## src/rtl/c2e_pkg.sv

```systemverilog
// ----------------------------------------------------------------------------
// c2e_pkg
// Shared types, constants and the month length table for the calendar to
// epoch seconds block.
// ----------------------------------------------------------------------------
package c2e_pkg;

  localparam int EPOCH_YEAR_DEF = 1970;
  localparam int YEAR_W         = 12;
  localparam int MONTH_W        = 4;
  localparam int DAY_W          = 5;
  localparam int HOUR_W         = 5;
  localparam int MIN_W          = 6;
  localparam int SEC_W          = 6;
  localparam int ACC_W          = 32;
  localparam int IN_DATA_W      = 40;

  localparam logic [YEAR_W-1:0]  YEAR_LAST     = 12'd2105;
  localparam logic [MONTH_W-1:0] MONTH_FIRST   = 4'd1;
  localparam logic [MONTH_W-1:0] MONTH_LAST    = 4'd12;
  localparam logic [MONTH_W-1:0] MONTH_FEB     = 4'd2;
  localparam logic [16:0]        SECS_PER_DAY  = 17'd86400;
  localparam logic [11:0]        SECS_PER_HOUR = 12'd3600;
  localparam logic [5:0]         SECS_PER_MIN  = 6'd60;
  localparam logic [8:0]         DAYS_YEAR     = 9'd365;
  localparam logic [8:0]         DAYS_LEAP     = 9'd366;

  // accumulator unit opcodes
  localparam logic [1:0] OP_NOP = 2'd0;
  localparam logic [1:0] OP_CLR = 2'd1;
  localparam logic [1:0] OP_ADD = 2'd2;
  localparam logic [1:0] OP_MUL = 2'd3;

  typedef struct packed {
    logic [1:0]       op;
    logic [ACC_W-1:0] addend;
  } alu_ctrl_t;

  function automatic logic [4:0] month_len(input logic [MONTH_W-1:0] m);
    logic [4:0] len;
    case (m)
      4'd1:    len = 5'd31;
      4'd2:    len = 5'd28;
      4'd3:    len = 5'd31;
      4'd4:    len = 5'd30;
      4'd5:    len = 5'd31;
      4'd6:    len = 5'd30;
      4'd7:    len = 5'd31;
      4'd8:    len = 5'd31;
      4'd9:    len = 5'd30;
      4'd10:   len = 5'd31;
      4'd11:   len = 5'd30;
      4'd12:   len = 5'd31;
      default: len = 5'd0;
    endcase
    return len;
  endfunction

endpackage

```

## src/rtl/c2e_leap_trk.sv

```systemverilog
// ----------------------------------------------------------------------------
// c2e_leap_trk
// Year walker: steps a year register from the epoch and tracks its residues
// mod 100 and mod 400 so the Gregorian leap flag needs no divider.
// ----------------------------------------------------------------------------
module c2e_leap_trk #(
  parameter int EPOCH_YEAR = c2e_pkg::EPOCH_YEAR_DEF
) (
  input  logic                      clk,
  input  logic                      load,
  input  logic                      step,
  output logic [c2e_pkg::YEAR_W-1:0] year,
  output logic                      leap
);

  localparam logic [c2e_pkg::YEAR_W-1:0] Y_INIT    = c2e_pkg::YEAR_W'(EPOCH_YEAR);
  localparam logic [6:0]                 C100_INIT = 7'(EPOCH_YEAR % 100);
  localparam logic [8:0]                 C400_INIT = 9'(EPOCH_YEAR % 400);

  logic [c2e_pkg::YEAR_W-1:0] year_r;
  logic [6:0]                 c100_r;
  logic [8:0]                 c400_r;

  always_ff @(posedge clk) begin
    if (load) begin
      year_r <= Y_INIT;
      c100_r <= C100_INIT;
      c400_r <= C400_INIT;
    end else if (step) begin
      year_r <= year_r + 1'b1;
      c100_r <= (c100_r == 7'd99)  ? 7'd0 : c100_r + 7'd1;
      c400_r <= (c400_r == 9'd399) ? 9'd0 : c400_r + 9'd1;
    end
  end

  assign year = year_r;
  assign leap = ((year_r[1:0] == 2'b00) && (c100_r != 7'd0)) || (c400_r == 9'd0);

endmodule

```

## src/rtl/c2e_alu.sv

```systemverilog
// ----------------------------------------------------------------------------
// c2e_alu
// Shared accumulator: clear, add an operand, scale by the seconds per day, or hold.
// ----------------------------------------------------------------------------
module c2e_alu (
  input  logic                      clk,
  input  c2e_pkg::alu_ctrl_t        ctrl,
  output logic [c2e_pkg::ACC_W-1:0] acc
);

  logic [c2e_pkg::ACC_W-1:0] acc_r;
  logic [c2e_pkg::ACC_W-1:0] acc_nxt;
  logic [c2e_pkg::ACC_W+16:0] prod;

  assign prod = acc_r * c2e_pkg::SECS_PER_DAY;

  always_comb begin
    case (ctrl.op)
      c2e_pkg::OP_CLR: acc_nxt = '0;
      c2e_pkg::OP_ADD: acc_nxt = acc_r + ctrl.addend;
      c2e_pkg::OP_MUL: acc_nxt = prod[c2e_pkg::ACC_W-1:0];
      default:         acc_nxt = acc_r;
    endcase
  end

  always_ff @(posedge clk) begin
    acc_r <= acc_nxt;
  end

  assign acc = acc_r;

endmodule

```

## src/rtl/calendar_to_epoch_seconds_core.sv

```systemverilog
// ----------------------------------------------------------------------------
// calendar_to_epoch_seconds_core
// Converts an RTC calendar date and time into seconds since the epoch.
//
// Input channel in_*: one word per conversion, accepted on in_tvalid and
// in_tready. in_tready is high only while the sequencer is idle.
// Output channel out_*: one word per input, held in an output register until
// out_tready; the next input may be taken while that word still waits.
// The result is built by the single accumulator doing one add per elapsed
// year and month, then day, the day scaling multiply, hour, minute and second.
// No new word is taken until the last one is loaded into the output register;
// the next word can be taken once out_tvalid rises. A year or month out of
// range skips to the final state and returns 0 with the range error flag.
// If the output register is still full and out_tready stays low, the
// finished word waits in the sequencer's final state and no further input
// is taken.
// Reset (rst_n, synchronous, active low) returns the sequencer to idle and
// empties the output register.
// ----------------------------------------------------------------------------
module calendar_to_epoch_seconds_core #(
  parameter int EPOCH_YEAR = c2e_pkg::EPOCH_YEAR_DEF
) (
  input  logic                          clk,
  input  logic                          rst_n,
  input  logic                          in_tvalid,
  output logic                          in_tready,
  // cal_year[11:0], cal_month[15:12], cal_day[20:16], cal_hour[25:21],
  // cal_minute[31:26], cal_second[37:32], zero pad[39:38]
  input  logic [c2e_pkg::IN_DATA_W-1:0] in_tdata,
  output logic                          out_tvalid,
  input  logic                          out_tready,
  // epoch_seconds[31:0]
  output logic [c2e_pkg::ACC_W-1:0]     out_tdata,
  // range_error[0]
  output logic [0:0]                    out_tuser
);

  localparam logic [3:0] ST_IDLE  = 4'd0;
  localparam logic [3:0] ST_YEAR  = 4'd1;
  localparam logic [3:0] ST_MONTH = 4'd2;
  localparam logic [3:0] ST_DAY   = 4'd3;
  localparam logic [3:0] ST_MUL   = 4'd4;
  localparam logic [3:0] ST_HOUR  = 4'd5;
  localparam logic [3:0] ST_MIN   = 4'd6;
  localparam logic [3:0] ST_SEC   = 4'd7;
  localparam logic [3:0] ST_FIN   = 4'd8;

  localparam logic [c2e_pkg::YEAR_W-1:0] EPOCH_Y = c2e_pkg::YEAR_W'(EPOCH_YEAR);

  logic [3:0] state_r, state_nxt;

  logic [c2e_pkg::YEAR_W-1:0]  year_r;
  logic [c2e_pkg::MONTH_W-1:0] month_r;
  logic [c2e_pkg::DAY_W-1:0]   day_r;
  logic [c2e_pkg::HOUR_W-1:0]  hour_r;
  logic [c2e_pkg::MIN_W-1:0]   minute_r;
  logic [c2e_pkg::SEC_W-1:0]   second_r;
  logic                        err_r, err_nxt;
  logic [c2e_pkg::MONTH_W-1:0] m_r, m_nxt;

  logic                        out_valid_r, out_valid_nxt;
  logic [c2e_pkg::ACC_W-1:0]   out_data_r;
  logic                        out_err_r;
  logic                        out_load;

  logic [c2e_pkg::YEAR_W-1:0]  in_year;
  logic [c2e_pkg::MONTH_W-1:0] in_month;
  logic                        in_bad;
  logic                        in_fire;

  c2e_pkg::alu_ctrl_t          ctrl;
  logic [c2e_pkg::ACC_W-1:0]   acc;
  logic                        yr_load, yr_step;
  logic [c2e_pkg::YEAR_W-1:0]  yr_cur;
  logic                        yr_leap;

  logic [16:0]                 hour_secs;
  logic [11:0]                 min_secs;
  logic [4:0]                  mlen;

  assign in_year  = in_tdata[11:0];
  assign in_month = in_tdata[15:12];
  assign in_bad   = (in_year < EPOCH_Y) || (in_year > c2e_pkg::YEAR_LAST) ||
                    (in_month < c2e_pkg::MONTH_FIRST) || (in_month > c2e_pkg::MONTH_LAST);
  assign in_tready = (state_r == ST_IDLE);
  assign in_fire   = in_tvalid && in_tready;

  assign hour_secs = 17'(hour_r) * 17'(c2e_pkg::SECS_PER_HOUR);
  assign min_secs  = 12'(minute_r) * 12'(c2e_pkg::SECS_PER_MIN);
  assign mlen      = c2e_pkg::month_len(m_r);

  c2e_leap_trk #(
    .EPOCH_YEAR (EPOCH_YEAR)
  ) u_leap (
    .clk  (clk),
    .load (yr_load),
    .step (yr_step),
    .year (yr_cur),
    .leap (yr_leap)
  );

  c2e_alu u_alu (
    .clk  (clk),
    .ctrl (ctrl),
    .acc  (acc)
  );

  always_comb begin
    state_nxt   = state_r;
    err_nxt     = err_r;
    m_nxt       = m_r;
    ctrl.op     = c2e_pkg::OP_NOP;
    ctrl.addend = '0;
    yr_load     = 1'b0;
    yr_step     = 1'b0;
    out_load    = 1'b0;
    case (state_r)
      ST_IDLE: begin
        if (in_tvalid) begin
          ctrl.op   = c2e_pkg::OP_CLR;
          yr_load   = 1'b1;
          m_nxt     = c2e_pkg::MONTH_FIRST;
          err_nxt   = in_bad;
          state_nxt = in_bad ? ST_FIN : ST_YEAR;
        end
      end
      ST_YEAR: begin
        if (yr_cur < year_r) begin
          ctrl.op     = c2e_pkg::OP_ADD;
          ctrl.addend = c2e_pkg::ACC_W'(yr_leap ? c2e_pkg::DAYS_LEAP : c2e_pkg::DAYS_YEAR);
          yr_step     = 1'b1;
        end else begin
          // walker now sits on the input year: leap flag is for February
          state_nxt = ST_MONTH;
        end
      end
      ST_MONTH: begin
        if (m_r < month_r) begin
          ctrl.op     = c2e_pkg::OP_ADD;
          ctrl.addend = c2e_pkg::ACC_W'(mlen) +
                        c2e_pkg::ACC_W'((m_r == c2e_pkg::MONTH_FEB) && yr_leap);
          m_nxt       = m_r + 1'b1;
        end else begin
          state_nxt = ST_DAY;
        end
      end
      ST_DAY: begin
        // day zero wraps to all ones, matching the mod 2^32 sum
        ctrl.op     = c2e_pkg::OP_ADD;
        ctrl.addend = c2e_pkg::ACC_W'(day_r) - 1'b1;
        state_nxt   = ST_MUL;
      end
      ST_MUL: begin
        ctrl.op   = c2e_pkg::OP_MUL;
        state_nxt = ST_HOUR;
      end
      ST_HOUR: begin
        ctrl.op     = c2e_pkg::OP_ADD;
        ctrl.addend = c2e_pkg::ACC_W'(hour_secs);
        state_nxt   = ST_MIN;
      end
      ST_MIN: begin
        ctrl.op     = c2e_pkg::OP_ADD;
        ctrl.addend = c2e_pkg::ACC_W'(min_secs);
        state_nxt   = ST_SEC;
      end
      ST_SEC: begin
        ctrl.op     = c2e_pkg::OP_ADD;
        ctrl.addend = c2e_pkg::ACC_W'(second_r);
        state_nxt   = ST_FIN;
      end
      ST_FIN: begin
        if (!out_valid_r || out_tready) begin
          out_load  = 1'b1;
          state_nxt = ST_IDLE;
        end
      end
      default: state_nxt = ST_IDLE;
    endcase
  end

  always_comb begin
    out_valid_nxt = out_valid_r;
    if (out_valid_r && out_tready) begin
      out_valid_nxt = 1'b0;
    end
    if (out_load) begin
      out_valid_nxt = 1'b1;
    end
  end

  always_ff @(posedge clk) begin
    if (!rst_n) begin
      state_r     <= ST_IDLE;
      out_valid_r <= 1'b0;
    end else begin
      state_r     <= state_nxt;
      out_valid_r <= out_valid_nxt;
    end
  end

  always_ff @(posedge clk) begin
    err_r <= err_nxt;
    m_r   <= m_nxt;
    if (in_fire) begin
      year_r   <= in_tdata[11:0];
      month_r  <= in_tdata[15:12];
      day_r    <= in_tdata[20:16];
      hour_r   <= in_tdata[25:21];
      minute_r <= in_tdata[31:26];
      second_r <= in_tdata[37:32];
    end
    if (out_load) begin
      out_data_r <= err_r ? '0 : acc;
      out_err_r  <= err_r;
    end
  end

  assign out_tvalid   = out_valid_r;
  assign out_tdata    = out_data_r;
  assign out_tuser[0] = out_err_r;

`ifndef SYNTHESIS
  a_err_zero: assert property (@(posedge clk) disable iff (!rst_n)
    out_tvalid && out_tuser[0] |-> out_tdata == '0)
    else $error("range error word carries a nonzero timestamp");

  a_year_bound: assert property (@(posedge clk) disable iff (!rst_n)
    state_r == ST_YEAR |-> yr_cur <= year_r)
    else $error("year walker passed the input year");

  a_month_bound: assert property (@(posedge clk) disable iff (!rst_n)
    state_r == ST_MONTH |-> m_r <= month_r && m_r >= c2e_pkg::MONTH_FIRST)
    else $error("month counter out of bounds");

  a_busy_after_accept: assert property (@(posedge clk) disable iff (!rst_n)
    in_fire |=> state_r != ST_IDLE)
    else $error("sequencer idle right after accepting a word");
`endif

endmodule
```

## config.mk

```make
export PLATFORM = sky130hd
export DESIGN_NAME = calendar_to_epoch_seconds_core
export DESIGN_NICKNAME = d
export VERILOG_FILES = /design/src/rtl/c2e_pkg.sv /design/src/rtl/c2e_leap_trk.sv /design/src/rtl/c2e_alu.sv /design/src/rtl/calendar_to_epoch_seconds_core.sv
export SDC_FILE = /design/constraint.sdc
export NUM_CORES = 1
export LEC_CHECK = 0
export BUFFER_PORTS_ARGS = -buffer_cell sky130_fd_sc_hd__buf_2
export CORE_MARGIN = 2
export CORE_UTILIZATION = 67
export DETAILED_ROUTE_END_ITERATION = 8
export PLACE_DENSITY = 0.87
export SYNTH_ARGS = -nofsm -noshare
export SYNTH_HDL_FRONTEND = slang
export SYNTH_HIERARCHICAL = 1
export SYNTH_SLANG_ARGS = --single-unit
```

## constraint.sdc

```tcl
create_clock -name clk -period 9 [get_ports clk]
set_clock_uncertainty 0.15 [all_clocks]
set_input_delay 0.9 -clock clk [delete_from_list [all_inputs] [get_ports clk]]
set_output_delay 0.9 -clock clk [all_outputs]
set_load 0.03 [all_outputs]
```

# Word level (Yosys, flattened, before mapping)
# Memories as Yosys holds them, arrays and structs flattened. A register that Yosys moved wholly into a read port is not among the register bits.
# Cells that the tools add are included.
[totals]
word_cells = 100
rom_bits = 80
output_inout_bits = 35
input_bits = 44
reg_bits = 141
n_memories = 1
[mem_list]
columns = ["name", "depth", "width", "rd", "rd_clocked_by_memory_dff", "wr", "line", "text"]
rows = [
  ["(no name shown)", 16, 5, 1, 1, 0, "c2e_pkg.sv:41", "case (m)"],
]
[op_classes]
order_cmp = 6
addsub = 7
muxes = 27
n_reduce_logical = 21
n_mul = 3
n_eq_ne = 19
[ops]
columns = ["cell", "n"]
rows = [
  ["$pmux 32 s6", 1],
  ["$pmux 32 s3", 1],
  ["$mux 34", 2],
  ["$pmux 4 s9", 1],
  ["$add 32x32->32", 1],
  ["$mul 32x10->25 const B", 1],
  ["$mux 4", 8],
  ["$eq 4x3->1 const B", 4],
  ["$mul 5x8->13 const B", 1],
  ["$add 12x1->12 const B", 1],
  ["$eq 4x2->1 const B", 3],
  ["$gt 12x12->1 const B", 1],
  ["$lt 12x11->1 const B", 1],
  ["$lt 12x12->1", 1],
  ["$mul 6x4->10 const B", 1],
  ["$ne 2x2->1 const B", 5],
  ["$pmux 2 s5", 1],
  ["$add 9x1->9 const B", 1],
  ["$eq 9x9->1 const B", 1],
  ["$logic_not 9->1", 1],
  ["$mux 1", 9],
  ["$mux 9", 1],
  ["$pmux 4 s2", 1],
  ["$add 7x1->7 const B", 1],
  ["25 further kinds", 34],
]

# Depth between registers and ports, before layout
# Gate-level depths: netlist of the first run.
[depth]
depth_word = 9
mapped_depth = 21
ltp_nobuf = 21

# Hierarchy
# The synthesis of the first run kept the hierarchy.
[modules_own_cells]
columns = ["module", "seq_area_each_um2", "cells_per_inst", "instances", "area_per_inst_um2"]
rows = [
  ["c2e_alu", 960.9, 652, 1, 5878.1],
  ["calendar_to_epoch_seconds_core", 2442.3, 421, 1, 4947.2],
  ["c2e_leap_trk", 560.5, 161, 1, 1397.6],
]

# Worst setup path before layout of the first run
# No wires, ideal clock.
[synth_timing]
path_kind = "reg-to-reg"
startpoint = "register minute_r[3] in the netlist's numbering"
endpoint = "register u_alu.acc_r, in the netlist u_alu/acc[29] (data pin)"
period_less_slack_ns = 4.962
setup_slack_ns = 4.038
required_time_ns = 8.586
setup_ns = 0.264
path_stages_with_launch = 20
path_buffers = 0
arrival_time_ns = 4.548
path_cell_list = "edfxtp_1 > inv_1 > fa_1 > fa_1 > inv_1 > ha_1 > a21oi_1 > nor2b_1 > o41ai_1 > mux2i_1 > o21ai_1 > ha_1 > a21oi_1 > nand2_1 > nor3_1 > a211o_1 > a2111oi_0 > a211oi_1 > mux2i_1 > o21ai_1"
[synth_rtl]
columns = ["item", "line", "text"]
rows = [
  ["start, declared", "calendar_to_epoch_seconds_core.sv:56", "logic [c2e_pkg::MIN_W-1:0] minute_r;"],
  ["start signal, assigned", "calendar_to_epoch_seconds_core.sv:210", "minute_r <= in_tdata[31:26];"],
  ["end signal, assigned", "c2e_alu.sv:27", "acc_r <= acc_nxt;"],
  ["end, declared", "c2e_alu.sv:11", "logic [c2e_pkg::ACC_W-1:0] acc_r;"],
]

==> summary.md, run 1 <==
| Metric | Value |
|---|---|
| Status | finished, final reports clean |
| Die ar. | 19300 µm² |
| Slowest-stage cell, CP | fa_1 |
| Startpoint Class | flop |
| RSZ-0062 raised after global routing | false |
| Initial antenna violation count | 0 |
| Worst hold slack | 0.388 ns |
| Final-stage net count | 1563 |
| Leakage | 0.00598 µW |
| Core Util, Final | 0.747 |
| WL final | 28.0 mm |
| Sequential area share after synthesis | 0.324 |
| Delay-heaviest family, CP | compound AO/OA/AOI/OAI gates |
| Longest Clk Path Bufs | 2 |
| Crit-path max cell delay | 0.52 ns |
| Worst-path clk slew | 0.06 ns |
| Vias in the first global route | 9593 |
| Post-route ant nets | 0 |
| Peak VDD IR | 0.000153 V |
| Largest cells by area after synthesis | edfxtp_1 27%, ha_1 16%, fa_1 9.7% |
| FP Rows | 49 |
| Postcts setup bufs | 0 |
| # port buffers | 76 |
| Avg Inst Size Synth | 9.91 µm² |
| Slew HR | 0.236 |
| Crit Path Max Fanout | 5 |
| Setup tns final | 0 ns |
| Largest area contributor in the netlist | edfxtp_1 |
| Worst setup EP type | flop |
| Final Cycle Share | 0.662 |
| Clock root buffer | clkbuf_16 |
| Share of layout cells above drive strength 1 | 0.105 |
| Setup slack after layout | 3.04 ns |
| Max-slew violations | 0 |
| Clk sinks | 144 |
| 1st-pass router iterations | 5 |
| Worst path cell trace | inv_1 -> fa_1 -> fa_1 -> inv_1 -> ha_1 -> a21oi_1 -> nor2b_1 -> o41ai_1 -> mux2i_1 -> o21ai_1 -> ha_1 -> a21oi_1 -> nand2_1 -> nor3_1 -> a211o_1 -> a2111oi_0 -> a211oi_1 -> mux2i_1 -> o21ai_1 |
| H-tree depth | 4 |
| Layout Area Growth over Synthesis | 9.38% |
| Vias per cell | 6.27 |
| First-pass GRT wire length | 46.4 mm |
| Initial core utilization | 0.683 |
| Worst-margin pin slew | 1.14 ns |
| Fmax | 168 MHz |
| Yosys warnings | 6 |
| Endpoints failing hold | 0 |
| Fill cells | 1231 |
| Synth Register Bits | 144 |
| I/O pins | 79 |
| CTS Buf Count | 17 |
| Most common cell in the netlist | inv_1 |
| DR vias | 9700 |
| Post-synth cell types | 91 |
| Final setup viols | 0 |
| All-Layer GR Usage | 0.299 |
| Core area | 17900 µm² |
| Max-cap violations | 0 |
| Commonest cells in the netlist | 170 x inv_1, 156 x ha_1, 108 x edfxtp_1 |
| Syn_nets | 1493 |
| DR WL/cell | 18.1 µm |
| Pre-CTS WS | 3.11 ns |
| Asr flop ratio synth | 0 |
| Die height | 139 µm |
| Initial DRC count | 843 |
| CP required | 9.00 ns |
| CTS resizes | 0 |
| Critical path class | reg2reg |
| # hold bufs at CTS | 0 |
| # diodes | 0 |
| Worst skew pair latency | 0.43 ns |
| Routability congestion estimate | 0.929 |
| Largest net degree at the start of global routing | 59 |
| Congestion Overflow GR | 0 |
| Power Density | 204 nW/µm² |
| Cell area after synthesis | 12200 µm² |
| Top_reg_cell synth | edfxtp_1 |
| Fin crit period | 5.96 ns |
| EDFF count, synth | 108 |
| CP bufs+invs | 2 |
| DP HPWL | 20.8 mm |
| CTS tree | yes |
| Syn Inst Count | 1234 |
| Die width | 139 µm |
| HP Class | reg2reg |
| Final Power | 2730 µW |
| Crit path arrival time | 5.96 ns |
| Post-synth top area share | 0.265 |
| DR DRC count | 0 |
cell families (layout without fill, tap and decap cells):
logic type | Yosys count | in the layout | share of synthesized area
fa+ha+maj | 215 | 215 | 0.256
flops | 144 | 144 | 0.324
xor+xnor | 70 | 70 | 0.0502
buf+inv | 198 | 281 | 0.0630
mux | 8 | 8 | 0.00676
simple gates | 318 | 318 | 0.140
compound gates | 281 | 281 | 0.159
placed cells by master, fill, tap and decap left out, types with 25 or more instances in the layout:
cell	instances
inv_1	170
ha_1	156
edfxtp_1	108
buf_2	76
nor2_1	73
a21oi_1	64
fa_1	59
nand2_1	53
nor2b_1	41
o21ai_0	39
xnor2_1	38
nand3_1	36
dfxtp_1	36
xor2_1	32
a21o_1	25
path summary, 6_finish.rpt:
kind	from	to	slack (ns)	depth (start not counted)
max	minute_r[3]$_DFFE_PP_	u_alu/acc[29]$_DFFE_PP_	3.04	19
min	u_leap/year[6]$_SDFFE_PP0P_	u_leap/year[6]$_SDFFE_PP0P_	0.39	2
max reg2reg	minute_r[3]$_DFFE_PP_	u_alu/acc[29]$_DFFE_PP_	3.04	19
min reg2reg	u_leap/year[6]$_SDFFE_PP0P_	u_leap/year[6]$_SDFFE_PP0P_	0.39	2
flip-flops by register name, summed over array words and instances (netlist names):
name,cells
day_r,5
err_r,1
hour_r,5
m_r,4
minute_r,6
mlen,3
month_r,4
out_tdata,32
out_tuser,1
out_tvalid,1
second_r,6
state_r,4
u_alu/acc,32
u_leap/c100_r,7
u_leap/c400_r,9
u_leap/year,12
year_r,12
through the flow:
step | instances | area (µm²)
global route | 1546 | 13400
CTS | 1546 | 13400
global placement | 1514 | 12800
floorplan | 1234 | 12200
finish | 1546 | 13400
detailed placement | 1514 | 12800
power by group:
group / switching (µW) / internal, µW
clock network: 310 / 378
registers: 40.9 / 752
logic: 742 / 504
worst min-delay path, delay by kind of cell (launching register included):
kind,cells,cell delay [ns]
flip-flops,1,0.35
AO/OA/AOI/OAI,2,0.15
metal layers:
| layer | track usage | part of all wire |
|---|---|---|
| met1 | 0.384 | 0.40 |
| met2 | 0.499 | 0.48 |
| met3 | 0.0577 | 0.083 |
| met4 | 0.124 | 0.029 |
| met5 | 0 | 0.0015 |
area by class of cell:
| cell class | instances | area (µm²) | area share |
|---|---|---|---|
| inverters | 170 | 638 | 0.0477 |
| flip-flops and latches | 144 | 3960 | 0.296 |
| clock inverters | 13 | 120 | 0.00898 |
| well taps | 229 | 287 | 0.0214 |
| clock buffers | 19 | 453 | 0.0339 |
| repair buffers | 79 | 403 | 0.0301 |
| multi-input cells | 892 | 7500 | 0.561 |
No activity file was read; power rests on OpenSTA's default activity.
==> run 2, diff against run 1 <==
CORE_UTILIZATION = 63   (was 67)
PLACE_DENSITY = 0.82   (was 0.87)
clock period = 5.5 ns   (was 9 ns; I/O delays follow)
==> run 2 against run 1 <==
Compared with the run above: cell count grew 4.1%; critical path type unchanged; sequential share of layout area shrank 1.0 points; highest routed layer is now met4; setup slack lost 3.0 ns; power up 69%; critical path depth up 1; non-clock buffer count rose by 32; hold slack worse by 0.25 ns.
==> summary.md, run 2 (synthesis results as in run 1) <==
| Metric | Value |
|---|---|
| Status | finished, final reports clean |
| Longest Clk Path Bufs | 2 (unchanged) |
| Post-route ant nets | 0 (unchanged) |
| Worst setup path start | minute_r[2]$_DFFE_PP_ |
| RSZ-0062 raised after global routing | true |
| Switching Fraction | 0.406 (+0.00501) |
| DR WL/cell | 18.4 µm (+1.9%) |
| Pre-CTS WS | -0.106 ns (-3.22 ns) |
| Leakage | 0.00618 µW (+3.3%) |
| Fin area | 13800 µm² (+3.5%) |
| Clk sinks | 144 (unchanged) |
| CTS tree | yes |
| Max-slew violations | 0 (unchanged) |
| Worst skew pair latency | 0.44 ns (about the same) |
| Setup slack after layout | 0.0554 ns (-2.99 ns) |
| Final-stage net count | 1595 (+2.0%) |
| Die width | 143 µm (+3.0%) |
| Crit path arrival time | 5.57 ns (-0.39 ns) |
| Crit Path Max Fanout | 5 (unchanged) |
| Most frequent cells in the layout | 170 x inv_1, 152 x ha_1, 108 x edfxtp_1 |
| Worst path cell trace | fa_2 -> fa_1 -> inv_1 -> fa_1 -> nor2b_1 -> o21ai_1 -> a21boi_0 -> o21a_1 -> nor3_2 -> o31ai_2 -> ha_1 -> nand3_4 -> a211o_1 -> o22a_1 -> o211ai_1 -> buf_4 -> a21oi_2 -> o21ai_1 -> mux2_2 -> o211ai_1 |
| Comb power frac | 0.481 (+0.024) |
| WL final | 29.7 mm (+6.1%) |
| Vias per cell | 6.15 (-2.0%) |
| Area of the multi-input gates | 7720 µm² (+2.9%) |
| Endpoints failing hold | 0 (unchanged) |
| All-Layer GR Usage | 0.302 (+0.00342) |
| Crit-path max cell delay | 0.58 ns (+0.06 ns) |
| Fill cells | 1325 (+7.6%) |
| CP required | 5.63 ns (-3.37 ns) |
| Worst-path clk slew | 0.07 ns (about the same) |
| DR vias | 9893 (+2.0%) |
| FF+latch area | 3960 µm² (unchanged) |
| Largest net degree at the start of global routing | 59 (unchanged) |
| I/O pins | 79 (unchanged) |
| Clock root buffer | clkbuf_16 |
| H-tree depth | 4 (unchanged) |
| Slowest-stage cell, CP | fa_1 |
| # hold bufs at CTS | 0 (unchanged) |
| DP HPWL | 21.7 mm (+4.0%) |
| 1st-pass router iterations | 6 (+1) |
| Share of layout cells above drive strength 1 | 0.148 (+0.0435) |
| Critical R2R Launch | minute_r[2]$_DFFE_PP_ |
| HP Class | in2reg |
| Worst-margin pin slew | 1.10 ns (-0.0458 ns) |
| Worst setup EP type | flop |
| Congestion Overflow GR | 0 (unchanged) |
| # diodes | 0 (unchanged) |
| CTS Buf Count | 17 (unchanged) |
| Layout Area Growth over Synthesis | 13.3% |
| Power Density | 333 nW/µm² (+63%) |
| Final setup viols | 0 (unchanged) |
| Worst hold slack | 0.137 ns (-0.251 ns) |
| Startpoint Class | flop |
| NetSw | 1870 µW (+71%) |
| Dpl cell area | 13000 µm² (+1.9%) |
| Commonest non-fill, non-tap cell in the layout | inv_1 |
| Initial core utilization | 0.647 (-0.0358) |
| Critical path class | reg2reg |
| Die height | 143 µm (+3.0%) |
| First-pass GRT wire length | 48.2 mm (+3.8%) |
| Internal power | 2740 µW (+68%) |
| Slew HR | 0.267 (+0.0306) |
| FP Rows | 50 (+2.0%) |
| Peak VDD IR | 0.000227 V (+49%) |
| Register share of total power | 0.278 (-0.013) |
| Max-cap violations | 0 (unchanged) |
| Die ar. | 20500 µm² (+6.2%) |
| Vias in the first global route | 9712 (+1.2%) |
| # port buffers | 76 (unchanged) |
| Initial antenna violation count | 0 (unchanged) |
| DR DRC count | 0 (unchanged) |
| Initial DRC count | 944 (+12%) |
| Core area | 18900 µm² (+5.5%) |
| Hold path startpoint | in_tdata[36] |
| Routability congestion estimate | 0.933 (+0.50%) |
| Fin crit period | 5.44 ns (-0.514 ns) |
| Fmax | 184 MHz (+9.4%) |
| Clock share of power | 0.241 (-0.011) |
| Final Cycle Share | 0.990 (+0.328) |
[run 2: cell types whose count changed in the layout (fill, tap and decap cells not counted), moves of 3 or more]
cell,before,now
a21oi_1,64,59
inv_4,1,4
clkinv_4,3,0
buf_4,3,35
a21oi_2,1,5
ha_4,0,3
ha_1,156,152
[run 2: power groups by stage]
stage / logic, µW / clock network (µW) / registers, µW
floorplan: 1500 / 0 / 1320
global placement: 2010 / 0 / 1300
detailed placement: 2060 / 0 / 1300
CTS: 2120 / 1120 / 1280
global route: 2470 / 1160 / 1290
finish: 2220 / 1110 / 1280
[run 2: timing repair]
action,in CTS,in global routing
setup endpoints to repair,8,16
endpoints found under the hold margin,0,0
pin swaps,1,21
setup buffers,1,4
gates resized for setup,3,36
[run 2: routing by layer]
layer,vias up,wire length [µm],global-route usage
li1,4617,-,-
met1,4750,11900,0.386
met2,446,14400,0.506
met3,80,2340,0.0696
met4,0,979,0.109
met5,-,0,0
[run 2: final cells by class]
type	count	share of cell area
timing repair buffer	111	0.0465
clock inverter	14	0.00877
inverter	170	0.0461
clock buffer	18	0.0310
tap	260	0.0235
sequential	144	0.286
multi-input combinational	892	0.558
[run 2: worst max-delay path, delay by kind of cell (launching register included)]
kind	cells	cell delay, ns
compound gates	10	1.92
buf+inv	2	0.24
fa+ha+maj	4	1.86
simple gates	3	0.31
flops	1	0.45
mux	1	0.35
[run 2: through the flow]
stage / setup TNS [ns] / total power (µW) / utilization / instances
6_report: 0 / 4610 / 0.733 / 1609
2_1_floorplan: 0 / 2810 / - / 1234
3_3_place_gp: 0 / 3310 / 0.690 / 1573
4_1_cts: 0 / 4520 / 0.721 / 1606
5_1_grt: -1.12 / 4920 / 0.733 / 1609
3_5_place_dp: -0.146 / 3370 / 0.690 / 1573
[run 2: path summary, 6_finish.rpt]
path                                         to  slack (ns)  depth (start not counted)
setup / recovery        u_alu/acc[24]$_DFFE_PP_        0.06                         20
hold / removal            second_r[4]$_DFFE_PP_        0.14                          1
setup reg to reg        u_alu/acc[24]$_DFFE_PP_        0.06                         20
hold reg to reg   u_leap/c100_r[4]$_SDFFE_PP0P_        0.39                          2
==> run 3, diff against run 2 <==
CAP_MARGIN = 25   (was default)
CORE_UTILIZATION = 45   (was 63)
PLACE_DENSITY = default   (was 0.82)
clock period = 6 ns   (was 5.5 ns; I/O delays follow)
==> run 3 against run 2 <==
Compared with the run above: critical path depth fell by 1; non-clock buffer count is 13 lower; combinational power shrank 15%; sequential cell count unchanged; sequential share of layout area increased by 0.34 points; global-route usage is 9.0 points lower; setup slack better by 0.35 ns; die area up 39%; power is 11% lower; critical path type unchanged; largest power group unchanged.
==> summary.md, run 3 (synthesis results as in run 1) <==
| Metric | Value |
|---|---|
| Fmax | 179 MHz (-2.7%) |
| Worst setup EP type | flop |
| CP required | 6.02 ns (+0.39 ns) |
| CTS Buf Count | 17 (unchanged) |
| Post-route ant nets | 0 (unchanged) |
| Peak VDD IR | 0.000181 V (-20%) |
| Crit path arrival time | 5.61 ns (+0.04 ns) |
| NetSw | 1660 µW (-11%) |
| Delay-heaviest family, CP | compound AO/OA/AOI/OAI gates |
| All-Layer GR Usage | 0.212 (-0.0898) |
| Register share of total power | 0.284 (+0.006) |
| Worst skew pair latency | 0.43 ns (about the same) |
| Critical path class | reg2reg |
| Initial antenna violation count | 0 (unchanged) |
| Longest Clk Path Bufs | 2 (unchanged) |
| FP Rows | 60 (+20%) |
| Core Util, Final | 0.510 (-0.222) |
| Max layer used | met4 |
| Worst path cell trace | inv_1 -> fa_1 -> fa_1 -> inv_1 -> ha_1 -> a21oi_1 -> nor2b_1 -> o41ai_1 -> mux2i_1 -> o21ai_1 -> ha_1 -> a21oi_2 -> nand2_1 -> nor3_1 -> a211oi_1 -> a21o_1 -> a21oi_1 -> o32ai_1 -> a31o_1 |
| Worst-path clk slew | 0.08 ns (about the same) |
| Congestion Overflow GR | 0 (unchanged) |
| DR WL/cell | 17.2 µm (-6.8%) |
| RSZ-0062 raised after global routing | false |
| CTS tree | yes |
| Endpoints failing hold | 0 (unchanged) |
| DP HPWL | 22.1 mm (+2.0%) |
| Die width | 169 µm (+18%) |
| Clock share of power | 0.259 (+0.018) |
| Leakage | 0.00609 µW (-1.5%) |
| Comb power frac | 0.457 (-0.024) |
| Largest net degree at the start of global routing | 59 (unchanged) |
| Worst-margin pin slew | 0.904 ns (-0.193 ns) |
| Met2 WL | 13.5 mm (-6.6%) |
| H-tree depth | 4 (unchanged) |
| R2R Setup Slk | 0.40 ns (+0.35 ns) |
| CP endpoint | u_alu/acc[19]$_DFFE_PP_ |
| WP depth | 19 (-5.0%) |
| Slowest-stage cell, CP | fa_1 |
| CP bufs+invs | 2 (unchanged) |
| Slew HR | 0.397 (+0.130) |
| Internal power | 2460 µW (-10%) |
| # diodes | 0 (unchanged) |
| Crit-path max cell delay | 0.51 ns (-0.07 ns) |
| DR DRC count | 0 (unchanged) |
| Commonest non-fill, non-tap cell in the layout | inv_1 |
| 1st-pass router iterations | 5 (-1) |
| Worst reg2reg path endpoint | u_alu/acc[19]$_DFFE_PP_ |
| Final Cycle Share | 0.933 (-0.0570) |
| Clk sinks | 144 (unchanged) |
| Most frequent cells in the layout | 170 x inv_1, 156 x ha_1, 108 x edfxtp_1 |
| # hold bufs at CTS | 0 (unchanged) |
| Die ar. | 28500 µm² (+39%) |
| Status | finished, final reports clean |
| Worst Reg-to-Reg Cells | 19 (-5.0%) |
| Max-slew violations | 0 (unchanged) |
| Fill cells | 2465 (+86%) |
| HP Class | in2reg |
| Vias in the first global route | 9122 (-6.1%) |
| Share of layout cells above drive strength 1 | 0.118 (-0.0300) |
| Area of the multi-input gates | 7510 µm² (-2.8%) |
| WL final | 28.8 mm (-2.8%) |
| Setup tns final | 0 ns (unchanged) |
| Core area | 26800 µm² (+42%) |
| Power Density | 301 nW/µm² (-9.7%) |
| WL met1 | 13.5 mm (+13%) |
| Worst setup path start | minute_r[3]$_DFFE_PP_ |
| Die height | 169 µm (+18%) |
| Switching Fraction | 0.403 (-0.00280) |
| I/O pins | 79 (unchanged) |
| Routability congestion estimate | 0.884 (-5.3%) |
| Initial DRC count | 631 (-33%) |
| First-pass GRT wire length | 47.5 mm (-1.3%) |
| Routed met3 length | 1.22 mm (-48%) |
| Layout Area Growth over Synthesis | 11.9% |
| Final-stage net count | 1582 (-0.82%) |
| Max-cap violations | 0 (unchanged) |
| DR vias | 9253 (-6.5%) |
| Initial core utilization | 0.456 (-0.191) |
| Final setup viols | 0 (unchanged) |
| Vias per cell | 5.52 (-10%) |
| Crit Path Max Fanout | 5 (unchanged) |
| Fin crit period | 5.60 ns (+0.153 ns) |
| Critical R2R Launch | minute_r[3]$_DFFE_PP_ |
| Startpoint Class | flop |
| Clock root buffer | clkbuf_16 |
| # port buffers | 76 (unchanged) |
| FF+latch area | 3960 µm² (unchanged) |
## run 3: cell types whose count changed in the layout (fill, tap and decap cells not counted), moves of 3 or more
cell,delta
ha_4,-3
buf_4,-14
a21oi_1,+4
inv_8,+3
a21oi_2,-3
ha_1,+4
## run 3: area by class of cell
type	count	area share
multi-input cells	892	0.549
clock inverters	14	0.0101
inverters	170	0.0466
flip-flops and latches	144	0.290
repair buffers	98	0.0413
well taps	341	0.0312
clock buffers	18	0.0321
## run 3: metrics by stage
| stage | area [µm²] | cells | setup slack (ns) | power (µW) | hold WS (ns) |
|---|---|---|---|---|---|
| 2_1_floorplan | 12200 | 1234 | 1.04 | 2580 | 0.336 |
| 4_1_cts | 13700 | 1677 | 0.351 | 4130 | 0.169 |
| 3_5_place_dp | 13100 | 1645 | 0.367 | 3040 | 0.364 |
| 3_3_place_gp | 13100 | 1644 | 0.375 | 3030 | 0.358 |
| 5_1_grt | 13700 | 1677 | 0.0511 | 4440 | 0.169 |
| 6_report | 13700 | 1677 | 0.402 | 4120 | 0.189 |
## run 3: worst reg2reg max path: stages (launching register included)
cell	delay [ns]
edfxtp_1	0.47
inv_1	0.19
fa_1	0.47
fa_1	0.51
inv_1	0.04
ha_1	0.32
a21oi_1	0.21
nor2b_1	0.10
o41ai_1	0.34
mux2i_1	0.27
o21ai_1	0.10
ha_1	0.38
a21oi_2	0.27
nand2_1	0.10
nor3_1	0.40
a211oi_1	0.22
a21o_1	0.23
a21oi_1	0.23
o32ai_1	0.11
a31o_1	0.22
## run 3: how the worst min path moves through the flow
stage	startpoint	endpoint	slack [ns]	depth (start not counted)
after floorplan	u_leap/year[6]$_SDFFE_PP0P_	u_leap/year[6]$_SDFFE_PP0P_	0.34	2
after CTS	in_tdata[30]	minute_r[4]$_DFFE_PP_	0.17	1
after global routing	in_tdata[33]	second_r[1]$_DFFE_PP_	0.17	1
final	in_tdata[31]	minute_r[5]$_DFFE_PP_	0.19	1
after detailed placement	u_leap/year[9]$_SDFFE_PP1P_	u_leap/year[9]$_SDFFE_PP1P_	0.36	2
after global placement	u_leap/year[6]$_SDFFE_PP0P_	u_leap/year[6]$_SDFFE_PP0P_	0.36	2
## run 3: power by group through the flow
stage | registers [µW] | clock network [µW] | logic [µW]
3_5_place_dp | 1190 | 0 | 1850
3_3_place_gp | 1190 | 0 | 1840
2_1_floorplan | 1210 | 0 | 1370
5_1_grt | 1180 | 1130 | 2130
6_report | 1170 | 1070 | 1880
4_1_cts | 1170 | 1090 | 1880
## run 3: per-layer routing
| metal | track usage | vias to the layer above |
|---|---|---|
| li1 | - | 4598 |
| met1 | 0.292 | 4397 |
| met2 | 0.350 | 227 |
| met3 | 0.0285 | 31 |
| met4 | 0.0660 | 0 |
| met5 | 0 | - |
## run 3: what timing repair did
item / in CTS / in global routing
gates resized for setup: 0 / 1
setup endpoints to repair: 0 / 3
buffers inserted: 0 / 0
